[src/vpe_pkg.sv]
`timescale 1ns / 1ps
// ----------------------------------------------------------------------------
// vpe_pkg: shared definitions of the vibronic potential evaluator
// Sizes, request and result codes, controller commands, saturating helpers.
// ----------------------------------------------------------------------------
package vpe_pkg;

   localparam int MODES     = 32;
   localparam int STATES    = 4;
   localparam int ENTRIES   = STATES * STATES;

   localparam int DATA_W    = 32;
   localparam int KIND_W    = 2;
   localparam int MODE_W    = 5;
   localparam int ENTRY_W   = 4;
   localparam int CFG_W     = 6;
   localparam int ACC_W     = 48;
   localparam int EACC_W    = 64;
   localparam int PROD_W    = 64;
   localparam int FRAC      = 24;

   localparam int MODE_AW   = (MODES > 1) ? $clog2(MODES) : 1;
   localparam int ENT_AW    = (ENTRIES > 1) ? $clog2(ENTRIES) : 1;
   localparam int ST_W      = (STATES > 1) ? $clog2(STATES) : 1;
   localparam int CPL_DEPTH = MODES * ENTRIES;
   localparam int CPL_AW    = (CPL_DEPTH > 1) ? $clog2(CPL_DEPTH) : 1;
   localparam int CNT_W     = $clog2(ENTRIES + 2);

   typedef enum logic [KIND_W-1:0] {
      KIND_SITE  = 2'd0,
      KIND_FREQ  = 2'd1,
      KIND_CPL   = 2'd2,
      KIND_COORD = 2'd3
   } req_kind_type;

   typedef enum logic [KIND_W-1:0] {
      RES_GRAD   = 2'd0,
      RES_ENERGY = 2'd1,
      RES_POT    = 2'd2
   } rsp_kind_type;

   typedef struct packed {
      logic              take_load;
      logic              take_coord;
      logic              mul_ww;
      logic              mul_gx;
      logic              mul_ex;
      logic              acc_e;
      logic              cpl_rd;
      logic [ENT_AW-1:0] cpl_idx;
      logic              cpl_diag;
      logic              out_grad;
      logic              out_energy;
      logic              out_pot;
      logic [ENT_AW-1:0] out_idx;
      logic              out_last;
      logic              clr_wr;
      logic [CPL_AW-1:0] clr_addr;
      logic              end_set;
   } vpe_cmd_type;

   typedef struct packed {
      logic coord_last;
   } vpe_status_type;

   function automatic logic signed [DATA_W-1:0] sat32(input logic signed [63:0] v);
      logic signed [DATA_W-1:0] r;
      if ((&v[63:DATA_W-1]) || !(|v[63:DATA_W-1])) begin
         r = v[DATA_W-1:0];
      end else if (v[63]) begin
         r = {1'b1, {(DATA_W-1){1'b0}}};
      end else begin
         r = {1'b0, {(DATA_W-1){1'b1}}};
      end
      return r;
   endfunction

   function automatic logic signed [EACC_W-1:0] add_sat64(input logic signed [EACC_W-1:0] a,
                                                         input logic signed [EACC_W-1:0] b);
      logic [EACC_W:0]          s;
      logic signed [EACC_W-1:0] r;
      s = {a[EACC_W-1], a} + {b[EACC_W-1], b};
      if (s[EACC_W] != s[EACC_W-1]) begin
         r = s[EACC_W] ? {1'b1, {(EACC_W-1){1'b0}}} : {1'b0, {(EACC_W-1){1'b1}}};
      end else begin
         r = s[EACC_W-1:0];
      end
      return r;
   endfunction

   function automatic logic signed [ACC_W-1:0] add_sat48(input logic signed [ACC_W-1:0] a,
                                                        input logic signed [PROD_W-1:0] b);
      logic [ACC_W:0]          s;
      logic signed [ACC_W-1:0] r;
      s = {a[ACC_W-1], a} + b[ACC_W:0];
      if (s[ACC_W] != s[ACC_W-1]) begin
         r = s[ACC_W] ? {1'b1, {(ACC_W-1){1'b0}}} : {1'b0, {(ACC_W-1){1'b1}}};
      end else begin
         r = s[ACC_W-1:0];
      end
      return r;
   endfunction

endpackage

[src/vpe_controller.sv]
`timescale 1ns / 1ps
// ----------------------------------------------------------------------------
// vpe_controller: sequencing of the evaluator
// Clears the coupling memory after reset, then steps each coordinate
// through the multiplier, the coupling pass and the result sequence.
// ----------------------------------------------------------------------------
module vpe_controller import vpe_pkg::*; (
   input  logic              clock,
   input  logic              reset,
   input  logic              req_valid,
   input  logic [KIND_W-1:0] req_kind,
   output logic              req_ready,
   input  logic              rsp_ready,
   output logic              rsp_valid,
   input  vpe_status_type    status,
   output vpe_cmd_type       cmd
);

   typedef enum logic [8:0] {
      S_CLEAR = 9'b000000001,
      S_IDLE  = 9'b000000010,
      S_WW    = 9'b000000100,
      S_GX    = 9'b000001000,
      S_EX    = 9'b000010000,
      S_GOUT  = 9'b000100000,
      S_CPL   = 9'b001000000,
      S_EOUT  = 9'b010000000,
      S_POUT  = 9'b100000000
   } vpe_state_type;

   vpe_state_type     state_ff, state_in;
   logic [CNT_W-1:0]  cnt_ff, cnt_in;
   logic [ST_W-1:0]   row_ff, row_in;
   logic [ST_W-1:0]   col_ff, col_in;
   logic [CPL_AW-1:0] clr_addr_ff, clr_addr_in;
   logic              rsp_vld_ff, rsp_vld_in;
   logic              slot_free;
   logic              load_out;

   assign slot_free = !rsp_vld_ff || rsp_ready;
   assign load_out  = cmd.out_grad || cmd.out_energy || cmd.out_pot;
   assign rsp_vld_in = (rsp_vld_ff && !rsp_ready) || load_out;

   always_comb begin
      cmd         = '0;
      req_ready   = 1'b0;
      state_in    = state_ff;
      cnt_in      = cnt_ff;
      row_in      = row_ff;
      col_in      = col_ff;
      clr_addr_in = clr_addr_ff;
      case (state_ff)
         S_CLEAR: begin
            cmd.clr_wr   = 1'b1;
            cmd.clr_addr = clr_addr_ff;
            clr_addr_in  = clr_addr_ff + 1'b1;
            if (clr_addr_ff == CPL_AW'(CPL_DEPTH - 1)) begin
               state_in = S_IDLE;
            end
         end
         S_IDLE: begin
            req_ready = 1'b1;
            if (req_valid) begin
               if (req_kind == KIND_COORD) begin
                  cmd.take_coord = 1'b1;
                  state_in       = S_WW;
               end else begin
                  cmd.take_load = 1'b1;
               end
            end
         end
         S_WW: begin
            cmd.mul_ww = 1'b1;
            state_in   = S_GX;
         end
         S_GX: begin
            cmd.mul_gx = 1'b1;
            state_in   = S_EX;
         end
         S_EX: begin
            cmd.mul_ex = 1'b1;
            state_in   = S_GOUT;
         end
         S_GOUT: begin
            if (slot_free) begin
               cmd.out_grad = 1'b1;
               cmd.acc_e    = 1'b1;
               cnt_in       = '0;
               row_in       = '0;
               col_in       = '0;
               state_in     = S_CPL;
            end
         end
         S_CPL: begin
            cnt_in = cnt_ff + 1'b1;
            if (cnt_ff < CNT_W'(ENTRIES)) begin
               cmd.cpl_rd   = 1'b1;
               cmd.cpl_idx  = ENT_AW'(cnt_ff);
               cmd.cpl_diag = row_ff == col_ff;
               if (col_ff == ST_W'(STATES - 1)) begin
                  col_in = '0;
                  row_in = row_ff + 1'b1;
               end else begin
                  col_in = col_ff + 1'b1;
               end
            end
            if (cnt_ff == CNT_W'(ENTRIES + 1)) begin
               state_in = status.coord_last ? S_EOUT : S_IDLE;
            end
         end
         S_EOUT: begin
            if (slot_free) begin
               cmd.out_energy = 1'b1;
               cnt_in         = '0;
               state_in       = S_POUT;
            end
         end
         S_POUT: begin
            if (slot_free) begin
               cmd.out_pot  = 1'b1;
               cmd.out_idx  = ENT_AW'(cnt_ff);
               cmd.out_last = cnt_ff == CNT_W'(ENTRIES - 1);
               cnt_in       = cnt_ff + 1'b1;
               if (cmd.out_last) begin
                  cmd.end_set = 1'b1;
                  state_in    = S_IDLE;
               end
            end
         end
         default: begin
            state_in = S_IDLE;
         end
      endcase
   end

   always_ff @(posedge clock) begin
      if (reset) begin
         state_ff    <= S_CLEAR;
         cnt_ff      <= '0;
         row_ff      <= '0;
         col_ff      <= '0;
         clr_addr_ff <= '0;
         rsp_vld_ff  <= 1'b0;
      end else begin
         state_ff    <= state_in;
         cnt_ff      <= cnt_in;
         row_ff      <= row_in;
         col_ff      <= col_in;
         clr_addr_ff <= clr_addr_in;
         rsp_vld_ff  <= rsp_vld_in;
      end
   end

   assign rsp_valid = rsp_vld_ff;

`ifndef SYNTH
   a_load_into_free_slot: assert property (@(posedge clock) disable iff (reset)
      load_out |-> (!rsp_vld_ff || rsp_ready))
      else $error("result register overwritten while occupied");

   a_set_ends_idle: assert property (@(posedge clock) disable iff (reset)
      (cmd.out_pot && cmd.out_last) |=> (state_ff == S_IDLE && rsp_vld_ff))
      else $error("final potential result not followed by idle");

   a_cpl_count_steps: assert property (@(posedge clock) disable iff (reset)
      (state_ff == S_CPL && $past(state_ff == S_CPL)) |-> (cnt_ff == $past(cnt_ff) + 1'b1))
      else $error("coupling pass counter skipped");

   a_no_take_while_busy: assert property (@(posedge clock) disable iff (reset)
      (cmd.take_coord || cmd.take_load) |=> (state_ff == S_IDLE || state_ff == S_WW))
      else $error("request taken outside idle");
`endif

endmodule

[config.mk]
export PLATFORM = sky130hd
export DESIGN_NAME = vpe_controller
export DESIGN_NICKNAME = d
export VERILOG_FILES = /design/src/vpe_pkg.sv /design/src/vpe_controller.sv
export SDC_FILE = /design/constraint.sdc
export NUM_CORES = 1
export LEC_CHECK = 0
export BUFFER_PORTS_ARGS = -buffer_cell sky130_fd_sc_hd__buf_2
export CORE_MARGIN = 1
export CORE_UTILIZATION = 48
export CTS_CLUSTER_DIAMETER = 100
export DETAILED_ROUTE_END_ITERATION = 6
export PLACE_DENSITY_LB_ADDON = 0.05
export SLEW_MARGIN = 20
export SYNTH_ARGS = -nofsm -noshare
export SYNTH_HDL_FRONTEND = slang
export SYNTH_SLANG_ARGS = --single-unit
[constraint.sdc]
create_clock -name clock -period 1.9 [get_ports clock]
set_input_delay 0.095 -clock clock [delete_from_list [all_inputs] [get_ports clock]]
set_output_delay 0.095 -clock clock [all_outputs]
set_load 0.05 [all_outputs]
==> impl_results.md, run 1 <==
- CORE AREA: 3360 sq um
- Post-synth EDFFs: 0
- All-Layer GR Usage: 0.355
- Fillers: 80
- Hold-fix buffers, CTS: 0
- CP Capture Type: primary output
- Detailed Routing Iterations Pass 1: 6
- Slew Limit Fails: 0
- Met1 Use GR: 0.364
- Clock root buffer: clkbuf_4
- Worst-Margin Slew: 0.705 ns
- Final Setup Violations: 57
- Power per cell area: 783 nW/um^2
- Tcrit/Tclk final: 1.22
- Static leakage: 1.35 nW
- Initial core utilization: 0.505
- Failing checks: negative setup slack
- Worst skew pair latency: 0.36 ns
- Overall Power: 2.53 mW
- Setup crit start kind: flop
- Reg power frac: 0.266
- Chip height: 61.5 microns
- DRC Markers: 0
- Min-delay worst type: input port to flop
- Tmin final: 2.31 ns
- Worst Path Max Fanout: 7
- HPWL Detailed: 3.65 mm
- Syn nets: 224
- CP Data Arrival Time: 2.22 ns
- Setup ws final: -0.414 ns
- Setup WS pre-CTS: -0.249 ns
- R2R Setup Slk: -0.38 ns
- Final setup TNS: -14.02 ns
- Area contributors post-synth: dfxtp_1, and2_1, a21oi_1
- Nets: 328
- Status: finished with violations
- Overflow left after global routing: 0
- Max_cap viols: 0
- Area delta synth->final: 89.9%
- CP most frequent cell: buf_6
- Crit Path Class: flop to primary output
- Global placement routability congestion: 0.906
- Syn_area_per_cell: 8.05 sq um
- Ports: 40
- P_int: 1.53 mW
- CTS tree: done
- Clock transition at the registers of the reported paths: 0.20 ns
- # rows: 21
- Worst path required time: 1.80 ns
- Met2 usage in global routing: 0.662
- Top Usage Layer GRT: met2
- Switching fraction of total power: 0.396
- Sw Pwr: 1.00 mW
- Largest net degree at the start of global routing: 31
- Die Wd: 61.5 microns
- Initial antenna violation count: 0
- Final Hold Fails: 0
- GR met3 Demand/Resource: 0.0861
- Worst slew margin: 0.530
- Full die area: 3780 sq um
- Yosys cell types: 45
- Layout cell share with drive strength beyond 1: 0.627
- Iter 0 DRT Violations: 374
- RSZ-0062 raised after global routing: yes
- Most common flop cell mapped by yosys: dfxtp_1
- Logic gate share of total power: 0.563
- Hold WS: 0.230 ns
- Synth area leader: dfxtp_1
- Num CTS Buffers: 3
- Async SR Flop Fraction: 0
- Final WL: 9.31 mm
- Crit path largest cell delay: 0.55 ns
- CP Cell Sequence: or4_4 -> buf_6 -> nor4_4 -> buf_6 -> and2_4 -> buf_8
- Clock power share: 0.170
- Max Freq: 432 MHz
- Mapped cell area: 1700 sq um
- Clk_skew: 0.0286 ns
- Per-cell routed wire length: 25.8 microns
- Post-synth top cells: dfxtp_1, nor2_1, and2_1, a21oi_1, nand2_1
- Post-route ant nets: 0
- Synthesized instance count: 211
- ANT cells: 0
- Slowest CP cell: or4_4
- Port buffer count: 39
- Ys Warns: 0
- VDD IR max: 1.07 mV
- Sequential area share after synthesis: 0.330
- Placed Area: 2290 sq um
- H-tree Lvls: 1
- Via/cell ratio: 6.86
- Most common cell in the netlist: dfxtp_1
- First-pass GRT wire length: 9.83 mm
- DR vias: 2470
- CTS sink cnt: 28
- CTS Buffer Depth: 2
- Register bit total from synthesis: 28
- Vias in the first global route: 2053
- Top cell type's share of synthesized area: 0.330
- Design Area, Final: 3230 sq um
power by group through the flow:
stage / combinational (mW) / sequential [mW] / clock (mW)
2_1_floorplan: 0.473 / 0.685 / 0
3_3_place_gp: 0.692 / 0.664 / 0
3_5_place_dp: 0.709 / 0.666 / 0
4_1_cts: 1.11 / 0.658 / 0.402
5_1_grt: 1.46 / 0.677 / 0.448
6_report: 1.42 / 0.674 / 0.430
path summary, 6_finish.rpt:
check	start	to	cells after the start
max reg2reg	state_ff[0]$_SDFFE_PP1P_	cnt_ff[3]$_SDFFE_PP0P_	9
min	status	state_ff[7]$_SDFFE_PP0P_	4
max	state_ff[0]$_SDFFE_PP1P_	cmd[23]	6
min reg2reg	row_ff[0]$_SDFFE_PP0P_	row_ff[0]$_SDFFE_PP0P_	2
sequential cells by signal (all words and copies together), names as in the netlist:
| register | cells |
|---|---|
| row_ff | 2 |
| rsp_valid | 1 |
| clr_addr_ff | 9 |
| cnt_ff | 5 |
| col_ff | 2 |
| state_ff | 9 |
cell families (layout without fill, tap and decap cells):
logic type / count (synthesis) / in the layout / share of synthesized area
AOI/OAI and AO/OA: 39 / 39 / 0.142
buffers and inverters: 20 / 123 / 0.0523
xor gates and xnor gates: 9 / 9 / 0.0464
muxes: 2 / 2 / 0.0118
DFF: 28 / 28 / 0.330
adders and majority gates: 6 / 6 / 0.0442
and+or+nand+nor: 107 / 107 / 0.373
final cells by class:
class / instances / area (sq um) / area share
Clock inverter: 1 / 30.0 / 0.00931
Clock buffer: 3 / 22.5 / 0.00698
Sequential cell: 28 / 576 / 0.178
Tap cell: 46 / 57.6 / 0.0178
Timing Repair Buffer: 110 / 1090 / 0.338
Multi-Input combinational cell: 163 / 1420 / 0.439
Inverter: 9 / 33.8 / 0.0105
per-stage QoR:
step	util	std cells
2_1_floorplan	-	211
3_3_place_gp	0.680	327
3_5_place_dp	0.680	327
4_1_cts	0.887	349
5_1_grt	0.959	360
6_report	0.959	360
critical path, delay by kind of cell (launching register included):
| kind | cells | cell delay, ns |
|---|---|---|
| flip-flops | 1 | 0.38 |
| buffers and inverters | 3 | 0.49 |
| AND/OR/NAND/NOR | 3 | 0.99 |
per-layer routing:
layer	routed length (microns)	vias to the layer above
li1	-	952
met1	3030	1127
met2	4270	270
met3	1020	121
met4	975	0
met5	0	-
cell usage in the layout, fill, tap and decap left out, types with 7 or more instances in the layout:
cell	n
nand2_1	8
and2_4	17
buf_4	56
nor2_1	14
dfxtp_1	18
buf_2	7
buf_6	19
buf_8	28
a21oi_1	10
dfxtp_2	9
timing repair:
item / in CTS / in global routing
buffers inserted: 18 / 11
gates resized for setup: 142 / 42
setup endpoints to repair: 51 / 59
pin swaps: 28 / 18
(Power assumes the default switching activity.)
==> run 2, diff against run 1 <==
- CORE_UTILIZATION: 48 -> 50
- clock period: 1.9 -> 2.38 ns (I/O delays scaled with it)
==> impl_results.md, run 2 (synthesized netlist as in run 1, its figures left out) <==
- Status: completed
- Power per cell area: 615 nW/um^2 (-21%)
- Worst skew pair latency: 0.32 ns (-0.04 ns)
- Tmin final: 2.27 ns
- Slowest CP cell: or4_1
- Tcrit/Tclk final: 0.952
- ANT cells: 0 (unchanged)
- DRC Markers: 0 (unchanged)
- Final WL: 4.00 mm (-57%)
- All-Layer GR Usage: 0.234 (-0.121)
- Final Setup Violations: 0 (-100%)
- CTS Buffer Depth: 2 (unchanged)
- R2R depth: 7 (-2)
- CP Capture Type: primary output
- Port buffer count: 39 (unchanged)
- Initial core utilization: 0.543 (+0.0380)
- CORE AREA: 3130 sq um (-7.0%)
- Top Layer Used: met4
- Placed Area: 1950 sq um (-15%)
- Post-route ant nets: 0 (unchanged)
- WL met1: 1.74 mm (-43%)
- CTS sink cnt: 28 (unchanged)
- HPWL Detailed: 2.93 mm (-20%)
- Overall Power: 1.26 mW (-50%)
- First-pass GRT wire length: 6.47 mm (-34%)
- Commonest non-fill, non-tap cell in the layout: buf_2
- Num CTS Buffers: 3 (unchanged)
- Hold-fix buffers, CTS: 0 (unchanged)
- Full die area: 3640 sq um (-3.9%)
- Regs by FF count: clr_addr_ff (9), state_ff (9), cnt_ff (5)
- Overflow left after global routing: 0 (unchanged)
- Worst Path Max Fanout: 7 (unchanged)
- Crit-path leading delay family: simple AND/OR/NAND/NOR gates
- Final Hold Fails: 0 (unchanged)
- Worst slew margin: 0.637 (+0.107)
- Util after Layout: 0.654 (-0.305)
- Hold Crit Depth: 4 (unchanged)
- Worst Path Buf+Inv: 3 (unchanged)
- Initial antenna violation count: 0 (unchanged)
- Worst-Margin Slew: 0.545 ns (-0.160 ns)
- Clock transition at the registers of the reported paths: 0.15 ns (-0.05 ns)
- H-tree Lvls: 1 (unchanged)
- # rows: 20 (-4.8%)
- Area delta synth->final: 20.5%
- DR vias: 1683 (-32%)
- Setup ws final: 0.115 ns (+0.528 ns)
- Fillers: 289 (+260%)
- Via/cell ratio: 5.69 (-17%)
- R2R Setup Slk: 0.23 ns (+0.61 ns)
- Setup crit start kind: flop
- Hold_sp: status
- RSZ-0062 raised after global routing: no
- Die Wd: 60.3 microns (-2.0%)
- Slew Limit Fails: 0 (unchanged)
- Layout cell share with drive strength beyond 1: 0.262 (-0.365)
- Chip height: 60.3 microns (-2.0%)
- CP Cell Sequence: buf_4 -> nor4_1 -> nand2_1 -> or4_1 -> inv_1 -> buf_2
- Hold WS: 0.103 ns (-0.127 ns)
- Largest net degree at the start of global routing: 31 (unchanged)
- Max_cap viols: 0 (unchanged)
- Setup WS pre-CTS: 0.220 ns (+0.469 ns)
- CP Data Arrival Time: 2.15 ns (-0.07 ns)
- Per-cell routed wire length: 13.5 microns (-48%)
- Static leakage: 0.890 nW (-34%)
- Commonest non-fill, non-tap cells in the layout: buf_2, dfxtp_1, nor2_1, and2_1, a21oi_1
- R2R Path Start: cnt_ff[0]$_SDFFE_PP0P_
- Global placement routability congestion: 0.914 (+0.89%)
- Met3 routed wirelength: 186 microns (-82%)
- Crit path largest cell delay: 0.54 ns (about the same)
- Max Freq: 441 MHz
- Hold EP: state_ff[1]$_SDFFE_PP0P_
- Vias in the first global route: 1465 (-29%)
- Reg-to-Reg End: state_ff[4]$_SDFFE_PP0P_
- Crit Path Class: flop to primary output
- CTS tree: done
- Min-delay worst type: input port to flop
- Nets: 266 (-19%)
- Iter 0 DRT Violations: 87 (-77%)
- Design Area, Final: 2050 sq um (-37%)
- Clock root buffer: clkbuf_4
- Worst path required time: 2.26 ns (+0.46 ns)
- Ports: 40 (unchanged)
- Detailed Routing Iterations Pass 1: 4 (-2)
- Met2 Routed Length: 2.01 mm (-53%)
- Clk_skew: 0.00352 ns (-0.0251 ns)
- VDD IR max: 0.492 mV (-54%)
==> run 2: metrics by stage <==
| stage | TNS (ns) | cells |
|---|---|---|
| CTS | 0 | 295 |
| global route | 0 | 296 |
| global placement | 0 | 289 |
| detailed placement | 0 | 289 |
| finish | 0 | 296 |
| floorplan | -0.0435 | 211 |
==> run 2: worst max path at each step <==
stage | slack [ns] | start | endpoint | cells past startpoint
detailed placement | 0.22 | state_ff[0]$_SDFFE_PP1P_ | state_ff[7]$_SDFFE_PP0P_ | 5
finish | 0.11 | state_ff[2]$_SDFFE_PP0P_ | cmd[17] | 6
global route | 0.003 | state_ff[2]$_SDFFE_PP0P_ | cmd[17] | 6
global placement | 0.28 | clr_addr_ff[0]$_SDFFE_PP0N_ | state_ff[4]$_SDFFE_PP0P_ | 8
floorplan | -0.04 | state_ff[4]$_SDFFE_PP0P_ | cmd[19] | 3
CTS | 0.003 | state_ff[5]$_SDFFE_PP0P_ | cmd[27] | 4
==> run 2: metal layers <==
layer,GRT usage,up-vias
li1,-,831
met3,0.0455,7
met2,0.400,43
met1,0.299,802
met5,0,-
met4,0.0565,0
==> run 2: cell type report <==
cell class              instances  area (sq um)  share of cell area
clock buffers                   4          36.3              0.0177
inverters                       9          33.8              0.0165
multi-input cells             163          1070               0.525
flip-flops and latches         28           563               0.275
well taps                      44          55.1              0.0269
repair buffers                 48           284               0.139
==> run 2: worst register-to-register path, cell delays in order (launching register included) <==
cell and delay (ns):
dfxtp_1 0.47, ha_1 0.22, and3_1 0.17, ha_1 0.15, a2111oi_0 0.09, o21a_1 0.25, or3_1 0.45, nor3b_1 0.27
==> run 2: what timing repair did <==
item	in CTS	in global routing
gates resized for setup	2	10
gates cloned	0	0
setup buffers	2	1
pin swaps	2	1
setup endpoints to repair	13	16
==> run 2: power breakdown <==
part	internal [mW]	switching, mW
clock	0.0936	0.136
combinational	0.193	0.290
sequential	0.502	0.0450
==> run 3, diff against run 2 <==
- ABC_AREA: unset -> 1
==> impl_results.md, run 3 <==
- Status: completed
- Post-synth top cells: nor2_1, inv_1, nand2_1, dfxtp_1, nand3_1
- RSZ-0062 raised after global routing: no
- Worst Path Buf+Inv: 3 (unchanged)
- Critical Path Source: state_ff[8]$_SDFFE_PP0P_
- Number of cells on the critical path: 8 (+2)
- Worst Path Max Fanout: 8 (+1)
- Max Freq: 494 MHz (+12%)
- Setup WS pre-CTS: 0.654 ns (+0.435 ns)
- CTS Buffer Depth: 2 (unchanged)
- Initial antenna violation count: 0 (unchanged)
- Synth area leader: dfxtp_1
- Hold WS: 0.137 ns (+0.0342 ns)
- Top cell type's share of synthesized area: 0.295 (-0.0348)
- Crit path capture: cmd[19]
- Tmin final: 2.03 ns (-0.240 ns)
- Full die area: 4050 sq um (+11%)
- Area delta synth->final: 15.7%
- Final WL: 4.18 mm (+4.6%)
- Worst-Margin Slew: 0.612 ns (+0.0668 ns)
- First-pass GRT wire length: 6.94 mm (+7.4%)
- Commonest non-fill, non-tap cells in the layout: nor2_1, inv_1, nand2_1, buf_2, dfxtp_1
- DRC Markers: 0 (unchanged)
- R2R Path Start: cnt_ff[0]$_SDFFE_PP0P_
- Util after Layout: 0.600 (-0.0539)
- CORE AREA: 3660 sq um (+17%)
- Ports: 40 (unchanged)
- CP Cell Sequence: inv_2 -> nand2_2 -> nor2_2 -> nand2_2 -> inv_2 -> nand2_2 -> nor4_2 -> buf_2
- WL met1: 2.01 mm (+15%)
- Per-cell routed wire length: 10.9 microns (-19%)
- Power per cell area: 969 nW/um^2 (+58%)
- Iter 0 DRT Violations: 103 (+18%)
- Max_cap viols: 0 (unchanged)
- Tcrit/Tclk final: 0.851 (-0.101)
- Clock transition at the registers of the reported paths: 0.11 ns (-0.04 ns)
- Met3 routed wirelength: 104 microns (-44%)
- Reg power frac: 0.310 (-0.124)
- Met2 Routed Length: 2.02 mm (+0.20%)
- Worst path required time: 2.26 ns (about the same)
- Logic gate share of total power: 0.511 (+0.127)
- H-tree Lvls: 1 (unchanged)
- Vias in the first global route: 1597 (+9.0%)
- Overflow left after global routing: 0 (unchanged)
- Global placement routability congestion: 0.887 (-2.9%)
- Ys Warns: 0 (unchanged)
- Switching fraction of total power: 0.480 (+0.106)
- Crit path largest cell delay: 0.38 ns (-0.16 ns)
- Nets: 348 (+31%)
- CP Capture Type: primary output
- Clock root buffer: clkbuf_8
- Largest net degree at the start of global routing: 22 (-29%)
- Initial core utilization: 0.519 (-0.0244)
- Post-synth EDFFs: 0 (unchanged)
- Static leakage: 1.16 nW (+30%)
- VDD IR max: 0.634 mV (+29%)
- Post-CTS Resized: 0 (-2)
- P_int: 1.11 mW (+41%)
- # rows: 22 (+10%)
- All-Layer GR Usage: 0.215 (-0.0185)
- Syn nets: 311 (+39%)
- Async SR Flop Fraction: 0 (unchanged)
- ANT cells: 0 (unchanged)
- Hold-fix buffers, CTS: 0 (unchanged)
- Detailed Routing Iterations Pass 1: 4 (unchanged)
- Post-CTS Setup Repair Bufs: 0 (-2)
- Overall Power: 2.13 mW (+69%)
- Min-delay worst type: input port to flop
- CP most frequent cell: nand2_2
- R2R Setup Slk: 0.63 ns (+0.40 ns)
- Most common cell in the netlist: nor2_1
- Slew Limit Fails: 0 (unchanged)
- Sequential area share after synthesis: 0.295 (-0.0348)
- Clock power share: 0.178 (-0.004)
- Reg-to-Reg End: state_ff[1]$_SDFFE_PP0P_
- Most common flop cell mapped by yosys: dfxtp_1
- Top Layer Used: met4
- Commonest non-fill, non-tap cell in the layout: nor2_1
- Final Hold Fails: 0 (unchanged)
- Chip height: 63.6 microns (+5.5%)
- Yosys cell types: 33 (-27%)
- Sw Pwr: 1.02 mW (+120%)
- Syn_area_per_cell: 6.37 sq um (-21%)
- Layout cell share with drive strength beyond 1: 0.249 (-0.0134)
- Synthesized instance count: 298 (+41%)
- HPWL Detailed: 3.27 mm (+11%)
- DR vias: 1843 (+9.5%)
- Worst slew margin: 0.592 (-0.0450)
- Crit-path leading delay family: simple AND/OR/NAND/NOR gates
- Final Setup Violations: 0 (unchanged)
- Port buffer count: 39 (unchanged)
- Via/cell ratio: 4.82 (-15%)
- CTS tree: done
- Mapped cell area: 1900 sq um (+12%)
- Die Wd: 63.6 microns (+5.5%)
- CP Data Arrival Time: 1.91 ns (-0.24 ns)
- Register bit total from synthesis: 28 (unchanged)
- Final setup TNS: 0 ns (unchanged)
- Setup crit start kind: flop
- R2R depth: 12 (+5)
- Num CTS Buffers: 3 (unchanged)
- Area contributors post-synth: dfxtp_1, nor2_1, inv_1
- Regs by FF count: clr_addr_ff (9), state_ff (9), cnt_ff (5)
- Crit Path Class: flop to primary output
- Slowest CP cell: dfxtp_1
- Worst skew pair latency: 0.28 ns (-0.04 ns)
- CTS sink cnt: 28 (unchanged)
- Setup ws final: 0.355 ns (+0.240 ns)
- Clk_skew: 0.0112 ns (+0.00765 ns)
- Post-route ant nets: 0 (unchanged)
==> run 3: changes by cell type in the layout (fill, tap and decap cells not counted), moves of 10 or more <==
cell / change
and2_1: -17
buf_4: -10
inv_1: +37
nand2_1: +32
nor2_1: +52
nor2_2: +10
==> run 3: final cells by class <==
class / instances / area, sq um
multi-input combinational: 211 / 1110
sequential: 28 / 561
inverter: 52 / 196
clock buffer: 3 / 41.3
timing repair buffer: 39 / 195
fill: 374 / 1460
clock inverter: 1 / 30.0
tap: 48 / 60.1
==> run 3: worst min-delay path by stage <==
stage	start	end	slack, ns	depth (start not counted)
floorplan	status	state_ff[7]$_SDFFE_PP0P_	0.38	4
finish	reset	row_ff[1]$_SDFFE_PP0P_	0.14	2
global route	reset	clr_addr_ff[5]$_SDFFE_PP0N_	0.16	2
detailed placement	reset	clr_addr_ff[3]$_SDFFE_PP0N_	0.44	2
global placement	reset	state_ff[3]$_SDFFE_PP0P_	0.44	2
CTS	reset	rsp_valid$_SDFF_PP0_	0.14	2
==> run 3: power by group through the flow <==
| stage | clock, mW | sequential, mW | combinational, mW |
|---|---|---|---|
| 3_3_place_gp | 0 | 0.669 | 1.08 |
| 3_5_place_dp | 0 | 0.670 | 1.09 |
| 2_1_floorplan | 0 | 0.661 | 0.904 |
| 6_report | 0.380 | 0.661 | 1.09 |
| 5_1_grt | 0.407 | 0.672 | 1.22 |
| 4_1_cts | 0.397 | 0.659 | 1.09 |
==> run 3: cell families (layout without fill, tap and decap cells) <==
| family | count (synthesis) | count (layout) | synth area share |
|---|---|---|---|
| simple gates | 174 | 174 | 0.449 |
| buf+inv | 59 | 95 | 0.124 |
| compound gates | 30 | 30 | 0.0883 |
| flops | 28 | 28 | 0.295 |
| fa+ha+maj | 6 | 6 | 0.0395 |
| xor+xnor | 1 | 1 | 0.00461 |
==> run 3: stage by stage <==
| stage | cell area, sq um | instances |
|---|---|---|
| 2_1_floorplan | 1910 | 298 |
| 3_3_place_gp | 2130 | 378 |
| 3_5_place_dp | 2130 | 378 |
| 4_1_cts | 2200 | 382 |
| 5_1_grt | 2200 | 382 |
| 6_report | 2200 | 382 |
==> run 3: worst reg2reg max path: cells and delay by family, from the launching register on <==
kind                     cells  cell delay (ns)
AND/OR/NAND/NOR              9             0.87
flip-flops                   1             0.43
adder cells (fa/ha/maj)      2             0.34
buffers and inverters        1             0.06
==> run 3: layer usage <==
metal  GRT usage  vias to the layer above
met4      0.0568                        0
met5           0                        -
li1            -                      994
met3      0.0272                        4
met2       0.371                       21
met1       0.280                      824
